--- config.mk ---
export PLATFORM = sky130hd
export DESIGN_NAME = channel_slot_window_finder_top_flat
export DESIGN_NICKNAME = d
export VERILOG_FILES = /design/src/hdl/cswf_pkg.sv /design/src/hdl/cswf_if.sv /design/src/hdl/cswf_datapath.sv /design/src/hdl/cswf_ctrl.sv /design/src/hdl/channel_slot_window_finder_top.sv /design/src/flat_wrapper.sv
export SDC_FILE = /design/constraint.sdc
export NUM_CORES = 2
export LEC_CHECK = 0
export ABC_CLOCK_PERIOD_IN_PS = 9540
export BUFFER_PORTS_ARGS = -buffer_cell sky130_fd_sc_hd__buf_4
export CAP_MARGIN = 20
export CORE_MARGIN = 2
export CORE_UTILIZATION = 50
export CTS_CLUSTER_DIAMETER = 150
export DETAILED_ROUTE_END_ITERATION = 7
export GPL_ROUTABILITY_DRIVEN = 0
export PLACE_DENSITY = 0.69
export SYNTH_ARGS = -nofsm -noshare
export SYNTH_HDL_FRONTEND = slang
export SYNTH_SLANG_ARGS = --single-unit
--- constraint.sdc ---
create_clock -name clock -period 9.54 [get_ports clock]
set_clock_uncertainty 0.1 [all_clocks]
set_input_delay 1.431 -clock clock [delete_from_list [all_inputs] [get_ports clock]]
set_output_delay 1.431 -clock clock [all_outputs]
set_load 0.02 [all_outputs]
--- src/hdl/cswf_pkg.sv ---
// Shared constants, field widths, status codes and control types for the
// channel slot window finder. No dependencies.
package cswf_pkg;

   // Field widths.
   localparam int TIME_W   = 64;
   localparam int GUARD_W  = 32;
   localparam int CHAN_W   = 8;
   localparam int PERIOD_W = 16;
   localparam int PM_W     = 5;
   localparam int SEQB_W   = 16;
   localparam int STATUS_W = 2;

   // One time unit is 1024 us, a left shift by ten.
   localparam int TU_SHIFT = 10;
   // Extended window length: period times presence mode times one time unit.
   localparam int EAW_W    = PERIOD_W + PM_W + TU_SHIFT;

   // Channel sequence: the length is a power of two, so the slot wraps by mask.
   localparam int SEQ_BITS     = 4;
   localparam int SEQ_LEN      = 1 << SEQ_BITS;
   localparam int TABLE_SLOTS  = 16;
   localparam int MAX_PRESENCE = 16;

   // Counter widths.
   localparam int SCAN_W    = $clog2(SEQ_LEN + 1);
   localparam int DIV_CNT_W = $clog2(TIME_W);

   // Configuration register indexes.
   localparam int CSR_IDX_W = 3;
   localparam logic [CSR_IDX_W-1:0] REG_SYNC_REF  = 3'd0;
   localparam logic [CSR_IDX_W-1:0] REG_PERIOD    = 3'd1;
   localparam logic [CSR_IDX_W-1:0] REG_PRESENCE  = 3'd2;
   localparam logic [CSR_IDX_W-1:0] REG_SEQ_BASE  = 3'd3;
   localparam logic [CSR_IDX_W-1:0] REG_SEQ_LOW   = 3'd4;
   localparam logic [CSR_IDX_W-1:0] REG_SEQ_HIGH  = 3'd5;
   localparam logic [CSR_IDX_W-1:0] REG_SETUP_OK  = 3'd6;

   // Result status codes.
   typedef logic [STATUS_W-1:0] status_type;
   localparam status_type STATUS_FOUND  = 2'd0;
   localparam status_type STATUS_REJECT = 2'd1;
   localparam status_type STATUS_NONE   = 2'd2;

   // Commands from the controller to the datapath.
   typedef struct packed {
      logic       load;
      logic       div_init;
      logic       div_step;
      logic       small_step;
      logic       seed;
      logic       scan_step;
      logic       rsp_load;
      status_type rsp_code;
   } cmd_type;

   // Status from the datapath to the controller.
   typedef struct packed {
      logic reject;
      logic hit;
      logic rsp_busy;
   } stat_type;

   // Channel held in a table slot; slots past the table read as channel zero.
   function automatic logic [CHAN_W-1:0] slot_channel(
      input logic [TIME_W-1:0]   seq_low,
      input logic [TIME_W-1:0]   seq_high,
      input logic [SEQ_BITS-1:0] slot
   );
      logic [2*TIME_W-1:0] tbl;
      int                  idx;
      tbl = {seq_high, seq_low};
      idx = int'(slot);
      if (idx >= TABLE_SLOTS) begin
         return '0;
      end
      return tbl[idx*CHAN_W +: CHAN_W];
   endfunction

endpackage

--- src/hdl/cswf_if.sv ---
// Channel interfaces of the window finder: request, response and register
// write. Depends on cswf_pkg for the field widths.
interface cswf_req_if;
   logic                            valid;
   logic                            ready;
   logic [cswf_pkg::CHAN_W-1:0]     wanted_channel;
   logic [cswf_pkg::TIME_W-1:0]     current_time_us;
   logic [cswf_pkg::GUARD_W-1:0]    guard_time_us;

   modport source (output valid, wanted_channel, current_time_us, guard_time_us,
                   input ready);
   modport sink   (input valid, wanted_channel, current_time_us, guard_time_us,
                   output ready);
endinterface

interface cswf_rsp_if;
   logic                            valid;
   logic                            ready;
   logic [cswf_pkg::STATUS_W-1:0]   status;
   logic [cswf_pkg::TIME_W-1:0]     start_time_us;

   modport source (output valid, status, start_time_us, input ready);
   modport sink   (input valid, status, start_time_us, output ready);
endinterface

interface cswf_csr_if;
   logic                            valid;
   logic                            ready;
   logic [cswf_pkg::CSR_IDX_W-1:0]  index;
   logic [cswf_pkg::TIME_W-1:0]     data;

   modport source (output valid, index, data, input ready);
   modport sink   (input valid, index, data, output ready);
endinterface

--- src/hdl/cswf_datapath.sv ---
// Datapath of the window finder: register file, request capture, the two
// shift-subtract dividers, the slot scan and the response register. Uses cswf_pkg.
module cswf_datapath (
   input  logic                            clock,
   input  logic                            reset,
   // Register writes.
   input  logic                            csr_write,
   input  logic [cswf_pkg::CSR_IDX_W-1:0]  csr_index,
   input  logic [cswf_pkg::TIME_W-1:0]     csr_data,
   // Request word.
   input  logic [cswf_pkg::CHAN_W-1:0]     req_wanted_channel,
   input  logic [cswf_pkg::TIME_W-1:0]     req_current_time_us,
   input  logic [cswf_pkg::GUARD_W-1:0]    req_guard_time_us,
   // Response word.
   output logic                            rsp_valid,
   input  logic                            rsp_ready,
   output logic [cswf_pkg::STATUS_W-1:0]   rsp_status,
   output logic [cswf_pkg::TIME_W-1:0]     rsp_start_time_us,
   // Controller link.
   input  cswf_pkg::cmd_type               cmd,
   output cswf_pkg::stat_type              stat
);

   // Configuration registers.
   logic [cswf_pkg::TIME_W-1:0]   sync_ff;
   logic [cswf_pkg::PERIOD_W-1:0] period_ff;
   logic [cswf_pkg::PM_W-1:0]     pm_ff;
   logic [cswf_pkg::SEQB_W-1:0]   seqb_ff;
   logic [cswf_pkg::TIME_W-1:0]   seq_low_ff;
   logic [cswf_pkg::TIME_W-1:0]   seq_high_ff;
   logic                          setup_ff;

   // Captured request and window length.
   logic [cswf_pkg::CHAN_W-1:0]   chan_ff;
   logic [cswf_pkg::TIME_W-1:0]   now_ff;
   logic [cswf_pkg::GUARD_W-1:0]  guard_ff;
   logic [cswf_pkg::EAW_W-1:0]    eaw_ff;
   logic [cswf_pkg::EAW_W-1:0]    eaw_in;

   // Divider state: elapsed windows and sequence base per presence mode.
   logic [cswf_pkg::TIME_W-1:0]   quot_ff;
   logic [cswf_pkg::TIME_W-1:0]   quot_in;
   logic [cswf_pkg::EAW_W-1:0]    rem_ff;
   logic [cswf_pkg::EAW_W-1:0]    rem_in;
   logic [cswf_pkg::EAW_W:0]      trial;
   logic [cswf_pkg::SEQB_W-1:0]   squot_ff;
   logic [cswf_pkg::SEQB_W-1:0]   squot_in;
   logic [cswf_pkg::PM_W-1:0]     srem_ff;
   logic [cswf_pkg::PM_W-1:0]     srem_in;
   logic [cswf_pkg::PM_W:0]       strial;

   // Scan state.
   logic [cswf_pkg::TIME_W-1:0]   cand_ff;
   logic [cswf_pkg::SEQ_BITS-1:0] slot_ff;

   // Response register.
   logic                          rsp_valid_ff;
   cswf_pkg::status_type          rsp_status_ff;
   logic [cswf_pkg::TIME_W-1:0]   rsp_start_ff;

   // Register file: the user must write it only while the block is idle; the block itself does not enforce this.
   always_ff @(posedge clock) begin
      if (reset) begin
         sync_ff     <= '0;
         period_ff   <= '0;
         pm_ff       <= '0;
         seqb_ff     <= '0;
         seq_low_ff  <= '0;
         seq_high_ff <= '0;
         setup_ff    <= 1'b0;
      end else if (csr_write) begin
         case (csr_index)
            cswf_pkg::REG_SYNC_REF: sync_ff     <= csr_data;
            cswf_pkg::REG_PERIOD:   period_ff   <= csr_data[cswf_pkg::PERIOD_W-1:0];
            cswf_pkg::REG_PRESENCE: pm_ff       <= csr_data[cswf_pkg::PM_W-1:0];
            cswf_pkg::REG_SEQ_BASE: seqb_ff     <= csr_data[cswf_pkg::SEQB_W-1:0];
            cswf_pkg::REG_SEQ_LOW:  seq_low_ff  <= csr_data;
            cswf_pkg::REG_SEQ_HIGH: seq_high_ff <= csr_data;
            cswf_pkg::REG_SETUP_OK: setup_ff    <= csr_data[0];
            default: ;
         endcase
      end
   end

   // Window length in microseconds from period and presence mode; the product
   // is formed at the full window width so that no bits are lost.
   assign eaw_in = (cswf_pkg::EAW_W'(period_ff) * cswf_pkg::EAW_W'(pm_ff)) <<
                   cswf_pkg::TU_SHIFT;

   // Request capture.
   always_ff @(posedge clock) begin
      if (cmd.load) begin
         chan_ff  <= req_wanted_channel;
         now_ff   <= req_current_time_us;
         guard_ff <= req_guard_time_us;
         eaw_ff   <= eaw_in;
      end
   end

   // Rejection of an invalid setup or request.
   assign stat.reject = !setup_ff || (period_ff == '0) || (pm_ff == '0) ||
                        (pm_ff > cswf_pkg::PM_W'(cswf_pkg::MAX_PRESENCE)) ||
                        (chan_ff == '0) || (now_ff < sync_ff) ||
                        (guard_ff >= cswf_pkg::GUARD_W'(eaw_ff));

   // One restoring step of each divider.
   always_comb begin
      trial  = {rem_ff, quot_ff[cswf_pkg::TIME_W-1]};
      strial = {srem_ff, squot_ff[cswf_pkg::SEQB_W-1]};
      if (trial >= {1'b0, eaw_ff}) begin
         rem_in  = cswf_pkg::EAW_W'(trial - {1'b0, eaw_ff});
         quot_in = {quot_ff[cswf_pkg::TIME_W-2:0], 1'b1};
      end else begin
         rem_in  = trial[cswf_pkg::EAW_W-1:0];
         quot_in = {quot_ff[cswf_pkg::TIME_W-2:0], 1'b0};
      end
      if (strial >= {1'b0, pm_ff}) begin
         srem_in  = cswf_pkg::PM_W'(strial - {1'b0, pm_ff});
         squot_in = {squot_ff[cswf_pkg::SEQB_W-2:0], 1'b1};
      end else begin
         srem_in  = strial[cswf_pkg::PM_W-1:0];
         squot_in = {squot_ff[cswf_pkg::SEQB_W-2:0], 1'b0};
      end
   end

   // Divider registers.
   always_ff @(posedge clock) begin
      if (cmd.div_init) begin
         quot_ff  <= now_ff - sync_ff;
         rem_ff   <= '0;
         squot_ff <= seqb_ff;
         srem_ff  <= '0;
      end else begin
         if (cmd.div_step) begin
            quot_ff <= quot_in;
            rem_ff  <= rem_in;
         end
         if (cmd.small_step) begin
            squot_ff <= squot_in;
            srem_ff  <= srem_in;
         end
      end
   end

   // Scan: the current window starts at now minus the remainder; each step
   // moves one extended window ahead and one slot along the sequence.
   always_ff @(posedge clock) begin
      if (cmd.seed) begin
         cand_ff <= now_ff - cswf_pkg::TIME_W'(rem_ff) + cswf_pkg::TIME_W'(guard_ff);
         slot_ff <= squot_ff[cswf_pkg::SEQ_BITS-1:0] + quot_ff[cswf_pkg::SEQ_BITS-1:0];
      end else if (cmd.scan_step) begin
         cand_ff <= cand_ff + cswf_pkg::TIME_W'(eaw_ff);
         slot_ff <= slot_ff + 1'b1;
      end
   end

   assign stat.hit = (cswf_pkg::slot_channel(seq_low_ff, seq_high_ff, slot_ff) == chan_ff) &&
                     (cand_ff >= now_ff);

   // Response register: holds its word until the receiver takes it.
   always_ff @(posedge clock) begin
      if (reset) begin
         rsp_valid_ff <= 1'b0;
      end else if (cmd.rsp_load) begin
         rsp_valid_ff <= 1'b1;
      end else if (rsp_ready) begin
         rsp_valid_ff <= 1'b0;
      end
   end

   always_ff @(posedge clock) begin
      if (cmd.rsp_load) begin
         rsp_status_ff <= cmd.rsp_code;
         rsp_start_ff  <= (cmd.rsp_code == cswf_pkg::STATUS_FOUND) ? cand_ff : '0;
      end
   end

   assign stat.rsp_busy     = rsp_valid_ff && !rsp_ready;
   assign rsp_valid         = rsp_valid_ff;
   assign rsp_status        = rsp_status_ff;
   assign rsp_start_time_us = rsp_start_ff;

endmodule

--- src/hdl/cswf_ctrl.sv ---
// Controller of the window finder: sequences capture, check, division,
// slot scan and response load. Uses cswf_pkg for the command and status types.
module cswf_ctrl (
   input  logic               clock,
   input  logic               reset,
   input  logic               req_valid,
   output logic               req_ready,
   input  cswf_pkg::stat_type stat,
   output cswf_pkg::cmd_type  cmd
);

   typedef enum logic [5:0] {
      ST_IDLE   = 6'b000001,
      ST_CHECK  = 6'b000010,
      ST_DIVIDE = 6'b000100,
      ST_SEED   = 6'b001000,
      ST_SCAN   = 6'b010000,
      ST_FINISH = 6'b100000
   } state_type;

   state_type                      state_ff;
   state_type                      state_in;
   logic [cswf_pkg::DIV_CNT_W-1:0] cnt_ff;
   logic [cswf_pkg::DIV_CNT_W-1:0] cnt_in;
   logic [cswf_pkg::SCAN_W-1:0]    scan_ff;
   logic [cswf_pkg::SCAN_W-1:0]    scan_in;
   cswf_pkg::status_type           code_ff;
   cswf_pkg::status_type           code_in;

   // Next state and commands.
   always_comb begin
      state_in  = state_ff;
      cnt_in    = cnt_ff;
      scan_in   = scan_ff;
      code_in   = code_ff;
      cmd       = '0;
      req_ready = 1'b0;
      case (state_ff)
         ST_IDLE: begin
            req_ready = 1'b1;
            if (req_valid) begin
               cmd.load = 1'b1;
               state_in = ST_CHECK;
            end
         end
         ST_CHECK: begin
            if (stat.reject) begin
               code_in  = cswf_pkg::STATUS_REJECT;
               state_in = ST_FINISH;
            end else begin
               cmd.div_init = 1'b1;
               cnt_in       = '0;
               state_in     = ST_DIVIDE;
            end
         end
         ST_DIVIDE: begin
            // One quotient bit per cycle; the short division ends early.
            cmd.div_step   = 1'b1;
            cmd.small_step = (cnt_ff < cswf_pkg::DIV_CNT_W'(cswf_pkg::SEQB_W));
            if (cnt_ff == cswf_pkg::DIV_CNT_W'(cswf_pkg::TIME_W - 1)) begin
               state_in = ST_SEED;
            end else begin
               cnt_in = cnt_ff + 1'b1;
            end
         end
         ST_SEED: begin
            cmd.seed = 1'b1;
            scan_in  = '0;
            state_in = ST_SCAN;
         end
         ST_SCAN: begin
            if (stat.hit) begin
               code_in  = cswf_pkg::STATUS_FOUND;
               state_in = ST_FINISH;
            end else if (scan_ff == cswf_pkg::SCAN_W'(cswf_pkg::SEQ_LEN)) begin
               code_in  = cswf_pkg::STATUS_NONE;
               state_in = ST_FINISH;
            end else begin
               cmd.scan_step = 1'b1;
               scan_in       = scan_ff + 1'b1;
            end
         end
         ST_FINISH: begin
            cmd.rsp_code = code_ff;
            if (!stat.rsp_busy) begin
               cmd.rsp_load = 1'b1;
               state_in     = ST_IDLE;
            end
         end
         default: begin
            state_in = ST_IDLE;
         end
      endcase
   end

   // State registers.
   always_ff @(posedge clock) begin
      if (reset) begin
         state_ff <= ST_IDLE;
         cnt_ff   <= '0;
         scan_ff  <= '0;
         code_ff  <= cswf_pkg::STATUS_REJECT;
      end else begin
         state_ff <= state_in;
         cnt_ff   <= cnt_in;
         scan_ff  <= scan_in;
         code_ff  <= code_in;
      end
   end

endmodule

--- src/hdl/channel_slot_window_finder_top.sv ---
// Top level of the channel slot window finder: joins controller and datapath
// to the request, response and register-write channels. Uses cswf_pkg, cswf_if.
//
// Usage:
//  - csr_ch writes one configuration register per word; it is always ready.
//    Write registers only while no request is in flight.
//  - req_ch carries one request word (wanted channel, current time, guard).
//    A word is taken when valid and ready are both high; ready is high only
//    while no request is being worked on.
//  - rsp_ch returns one word per request: status and start time.
//  - A rejected request goes from the check straight to the response load;
//    otherwise the bit-serial division of the elapsed time by the window
//    length and the scan of up to 17 slots, one per cycle, come in between.
//    The next request is taken in the cycle after the response is loaded.
//  - The response sits in an output register: a stalled receiver does not
//    block the next request, but that request's response waits until the
//    previous word is taken.
//  - Synchronous reset clears the configuration registers, returns the controller to idle and empties the response.
module channel_slot_window_finder_top (
   input  logic        clock,
   input  logic        reset,
   cswf_req_if.sink    req_ch,
   cswf_rsp_if.source  rsp_ch,
   cswf_csr_if.sink    csr_ch
);

   cswf_pkg::cmd_type  cmd;
   cswf_pkg::stat_type stat;
   logic               req_ready;

   // Register writes are taken at once.
   assign csr_ch.ready = 1'b1;
   assign req_ch.ready = req_ready;

   // Sequencer.
   cswf_ctrl u_ctrl (
      .clock     (clock),
      .reset     (reset),
      .req_valid (req_ch.valid),
      .req_ready (req_ready),
      .stat      (stat),
      .cmd       (cmd)
   );

   // Arithmetic, registers and response.
   cswf_datapath u_datapath (
      .clock               (clock),
      .reset               (reset),
      .csr_write           (csr_ch.valid),
      .csr_index           (csr_ch.index),
      .csr_data            (csr_ch.data),
      .req_wanted_channel  (req_ch.wanted_channel),
      .req_current_time_us (req_ch.current_time_us),
      .req_guard_time_us   (req_ch.guard_time_us),
      .rsp_valid           (rsp_ch.valid),
      .rsp_ready           (rsp_ch.ready),
      .rsp_status          (rsp_ch.status),
      .rsp_start_time_us   (rsp_ch.start_time_us),
      .cmd                 (cmd),
      .stat                (stat)
   );

endmodule

--- src/flat_wrapper.sv ---
// flat-port wrapper written by rule: the top's interface ports become plain ports
module channel_slot_window_finder_top_flat 
  (clock, reset, req_ch_valid, req_ch_wanted_channel, req_ch_current_time_us, req_ch_guard_time_us, req_ch_ready, rsp_ch_valid, rsp_ch_status, rsp_ch_start_time_us, rsp_ch_ready, csr_ch_valid, csr_ch_index, csr_ch_data, csr_ch_ready);
  cswf_req_if req_ch_i ();
  cswf_rsp_if rsp_ch_i ();
  cswf_csr_if csr_ch_i ();
  input  logic clock;
  input  logic reset;
  input wire logic [$bits(req_ch_i.valid)-1:0] req_ch_valid;
  input wire logic [$bits(req_ch_i.wanted_channel)-1:0] req_ch_wanted_channel;
  input wire logic [$bits(req_ch_i.current_time_us)-1:0] req_ch_current_time_us;
  input wire logic [$bits(req_ch_i.guard_time_us)-1:0] req_ch_guard_time_us;
  output wire logic [$bits(req_ch_i.ready)-1:0] req_ch_ready;
  output wire logic [$bits(rsp_ch_i.valid)-1:0] rsp_ch_valid;
  output wire logic [$bits(rsp_ch_i.status)-1:0] rsp_ch_status;
  output wire logic [$bits(rsp_ch_i.start_time_us)-1:0] rsp_ch_start_time_us;
  input wire logic [$bits(rsp_ch_i.ready)-1:0] rsp_ch_ready;
  input wire logic [$bits(csr_ch_i.valid)-1:0] csr_ch_valid;
  input wire logic [$bits(csr_ch_i.index)-1:0] csr_ch_index;
  input wire logic [$bits(csr_ch_i.data)-1:0] csr_ch_data;
  output wire logic [$bits(csr_ch_i.ready)-1:0] csr_ch_ready;
  assign req_ch_i.valid = req_ch_valid;
  assign req_ch_i.wanted_channel = req_ch_wanted_channel;
  assign req_ch_i.current_time_us = req_ch_current_time_us;
  assign req_ch_i.guard_time_us = req_ch_guard_time_us;
  assign req_ch_ready = req_ch_i.ready;
  assign rsp_ch_valid = rsp_ch_i.valid;
  assign rsp_ch_status = rsp_ch_i.status;
  assign rsp_ch_start_time_us = rsp_ch_i.start_time_us;
  assign rsp_ch_i.ready = rsp_ch_ready;
  assign csr_ch_i.valid = csr_ch_valid;
  assign csr_ch_i.index = csr_ch_index;
  assign csr_ch_i.data = csr_ch_data;
  assign csr_ch_ready = csr_ch_i.ready;
  channel_slot_window_finder_top u_core (.clock(clock), .reset(reset), .req_ch(req_ch_i), .rsp_ch(rsp_ch_i), .csr_ch(csr_ch_i));
endmodule
==> flow_summary.toml <==
[drt]
wl_per_cell_um = 20.2
drt_pre_antenna_iters = 6
drt_iter0_drc = 3091
vias = 31800
drc = 0
finalWirelength_um = 112000
viasPerCell = 5.72
drt.antenna.violating_nets = 0

[floorplan]
core_um2 = 77500
num_rows = 102
die-height_um = 284
io_pins = 245
die_w_um = 284
initial_core_util = 0.505
die-area_um2 = 80500

[timing]
finalCritPeriodShare = 0.570
post-route-min-period_ns = 5.44
tns_ns = 0
setup_violations = 0
max-slew-margin-rel = 0.266
hold_violations = 0
timing.fmax_mhz = 184
finalMaxSlewViolations = 0
rsz0062_at_grt = "no"
hold_slack_ns = 0.350
tightest_slew_ns = 1.10
worst_slack_ns = 4.10

[layout]
nets = 5021
area_growth_pct = 12.8
final_area_um2 = 44100
n_antenna_cell = 0
drive_gt1_frac = 0.105
final_core_util = 0.570

[cts]
cts_root_buffer = "clkbuf_16"
clkTransAtPathRegs_ns = 0.06
numCtsBuffers = 70
tritoncts = "built"
cts_buffer_depth = 3
clock-sinks = 625
post-cts-setup-buffer-count = 0
clk_latency_ns = 0.61
cts-hold-fix-buffers = 0
cts-resized-gates = 0
ctsHtreeMaxLevel = 3

[grt]
grt_max_degree = 101
groute.usage.overall = 0.274
grt-ovfl-total = 0
grt_pass1_vias = 30100
antenna_found_initial = 4
grt_pass1_wl_um = 173000

[setup_path]
startpoint_type = "register"
ff2ff_path_depth = 16
critical_path_required_ns = 9.79
path_class = "register to register"
crit_fanout = 19
end_kind = "register"
arrival_ns = 5.69
timing.rr.end = "u_core.u_datapath.eaw_ff[29]"
reg2reg_slack_ns = 4.10
timing.rr.start = "u_core.u_datapath.pm_ff[4]"

[logic_synthesis]
ys.warnings.count = 0
synth_seq_cells = 625
seq_area_frac_synth = 0.406
async_flop_share = 0
syn_avg_cell_area_um2 = 9.11
syn-num-nets = 4849
post_synth_instance_area_um2 = 39100
syn_inst = 4298
synth_edf_count = 339
synth_ff_type = "edfxtp_1"
synth_cell_types = 89

[placement]
port-buffer-count = 243
hpwl_um = 84000
place_ws_ns = 4.23
postPlaceCellArea_um2 = 41800

[worst_hold_path]
hold_path.class = "register to register"
hold_path_end = "u_core.u_datapath.seq_low_ff[16]"
hold_depth = 2
min_from = "u_core.u_datapath.seq_low_ff[16]"

[power_and_ir_drop]
p_leak_uw = 0.0180
vdd_drop_max_v = 0.000110
power.density_nw_per_um2 = 152

[outcome]
outcome = "finished clean"

[flow_run]
maxCapViolCount = 0
[worst max path at each step]
stage	startpoint	endpoint	slack [ns]	cells past startpoint
after floorplan	rsp_ch_ready	u_core.u_datapath.rsp_start_time_us[0]	4.44	2
after global placement	u_core.u_datapath.pm_ff[4]	u_core.u_datapath.eaw_ff[29]	4.33	16
after detailed placement	u_core.u_datapath.pm_ff[4]	u_core.u_datapath.eaw_ff[29]	4.23	16
after CTS	u_core.u_datapath.pm_ff[4]	u_core.u_datapath.eaw_ff[29]	4.14	16
after global routing	u_core.u_datapath.pm_ff[4]	u_core.u_datapath.eaw_ff[29]	3.81	16
final	u_core.u_datapath.pm_ff[4]	u_core.u_datapath.eaw_ff[29]	4.10	16
[metal layers]
layer	GRT usage	up-vias	routed length, µm
met5	0	-	0
met4	0.0844	0	3240
met3	0.0343	148	8220
met2	0.432	1178	50400
met1	0.393	15200	50400
li1	-	15300	-
[flip-flops by register name (all words and copies together), names as in the netlist, 6 cells and up]
name and count:
u_core.u_datapath.cand_ff 64, u_core.u_datapath.now_ff 64, u_core.u_datapath.quot_ff 64, u_core.u_datapath.rsp_start_time_us 64, u_core.u_datapath.seq_high_ff 64, u_core.u_datapath.seq_low_ff 64
u_core.u_datapath.sync_ff 64, u_core.u_datapath.guard_ff 32, u_core.u_datapath.rem_ff 31, u_core.u_datapath.eaw_ff 21, u_core.u_datapath.period_ff 16, u_core.u_datapath.seqb_ff 16
u_core.u_datapath.squot_ff 16, u_core.u_datapath.chan_ff 8, u_core.u_ctrl.cnt_ff 6, u_core.u_ctrl.state_ff 6
[through the flow]
| stage | cells | total power [µW] |
|---|---|---|
| 3_3_place_gp | 5435 | 4030 |
| 5_1_grt | 5565 | 6950 |
| 3_5_place_dp | 5436 | 4040 |
| 2_1_floorplan | 4298 | 3710 |
| 6_report | 5565 | 6690 |
| 4_1_cts | 5563 | 6720 |
[Yosys cell counts, types with 79 or more instances]
master    count  area share
ha_1        297       0.095
nor2_1      169       0.016
dfxtp_1     286        0.15
a21oi_1     451       0.058
and2_1      146       0.023
nand3_1      79       0.010
edfxtp_1    339        0.26
clkbuf_1    143       0.014
nand2_1     775       0.074
o21ai_0     205       0.026
inv_1       360       0.035
a21o_1      124       0.024
xor2_1       79       0.018
xnor2_1     124       0.028
[kinds of logic after synthesis]
family | count (synthesis) | share of synthesized area
adder cells (fa/ha/maj) | 375 | 0.135
XOR/XNOR | 203 | 0.0454
flip-flops | 625 | 0.406
other | 1 | 0.0000958
buffers and inverters | 532 | 0.0525
multiplexers | 74 | 0.0317
AND/OR/NAND/NOR | 1451 | 0.169
AO/OA/AOI/OAI | 1037 | 0.160
[final cells by class]
type | count | area (µm²)
fill | 6962 | 33300
tap | 1040 | 1300
timing repair buffer | 272 | 2080
sequential | 625 | 15900
inverter | 360 | 1350
clock inverter | 37 | 289
multi-input combinational | 3141 | 21200
clock buffer | 90 | 1970
[worst max-delay path: stages (launching register included)]
cell and delay, ns:
dfxtp_1 0.72, nand2_1 0.18, fa_1 0.54, fa_1 0.53, fa_1 0.57, inv_1 0.05, ha_1 0.32, a21oi_1 0.24
nor2b_1 0.09, o21a_1 0.20, o41ai_2 0.34, o21ai_0 0.26, o211a_1 0.30, o21a_1 0.17, o21a_1 0.18, o41ai_1 0.32
xnor2_1 0.10
[power breakdown]
group          switching, µW  total, µW  internal, µW
registers               60.7       2950          2890
clock network           1130       2680          1550
logic                    644       1060           419
[cells in the final DEF (no fill, tap or decap), types with 25 or more instances in the layout]
cell	Yosys	layout
a211oi_1	26	26
a21o_1	124	124
a21oi_1	451	450
and2_1	146	145
and3_1	29	29
buf_4	1	268
clkbuf_16	0	73
dfxtp_1	286	286
edfxtp_1	339	339
fa_1	78	78
ha_1	297	297
inv_1	360	358
mux2i_1	34	34
mux4_2	40	40
nand2_1	775	774
nand2b_1	37	37
nand3_1	79	77
nand4_1	48	48
nor2_1	169	166
nor2b_1	31	30
nor3_1	53	51
o21a_1	26	26
o21ai_0	205	205
o21bai_1	25	25
xnor2_1	124	124
xor2_1	79	79
No activity file was read; power rests on OpenSTA's default activity.
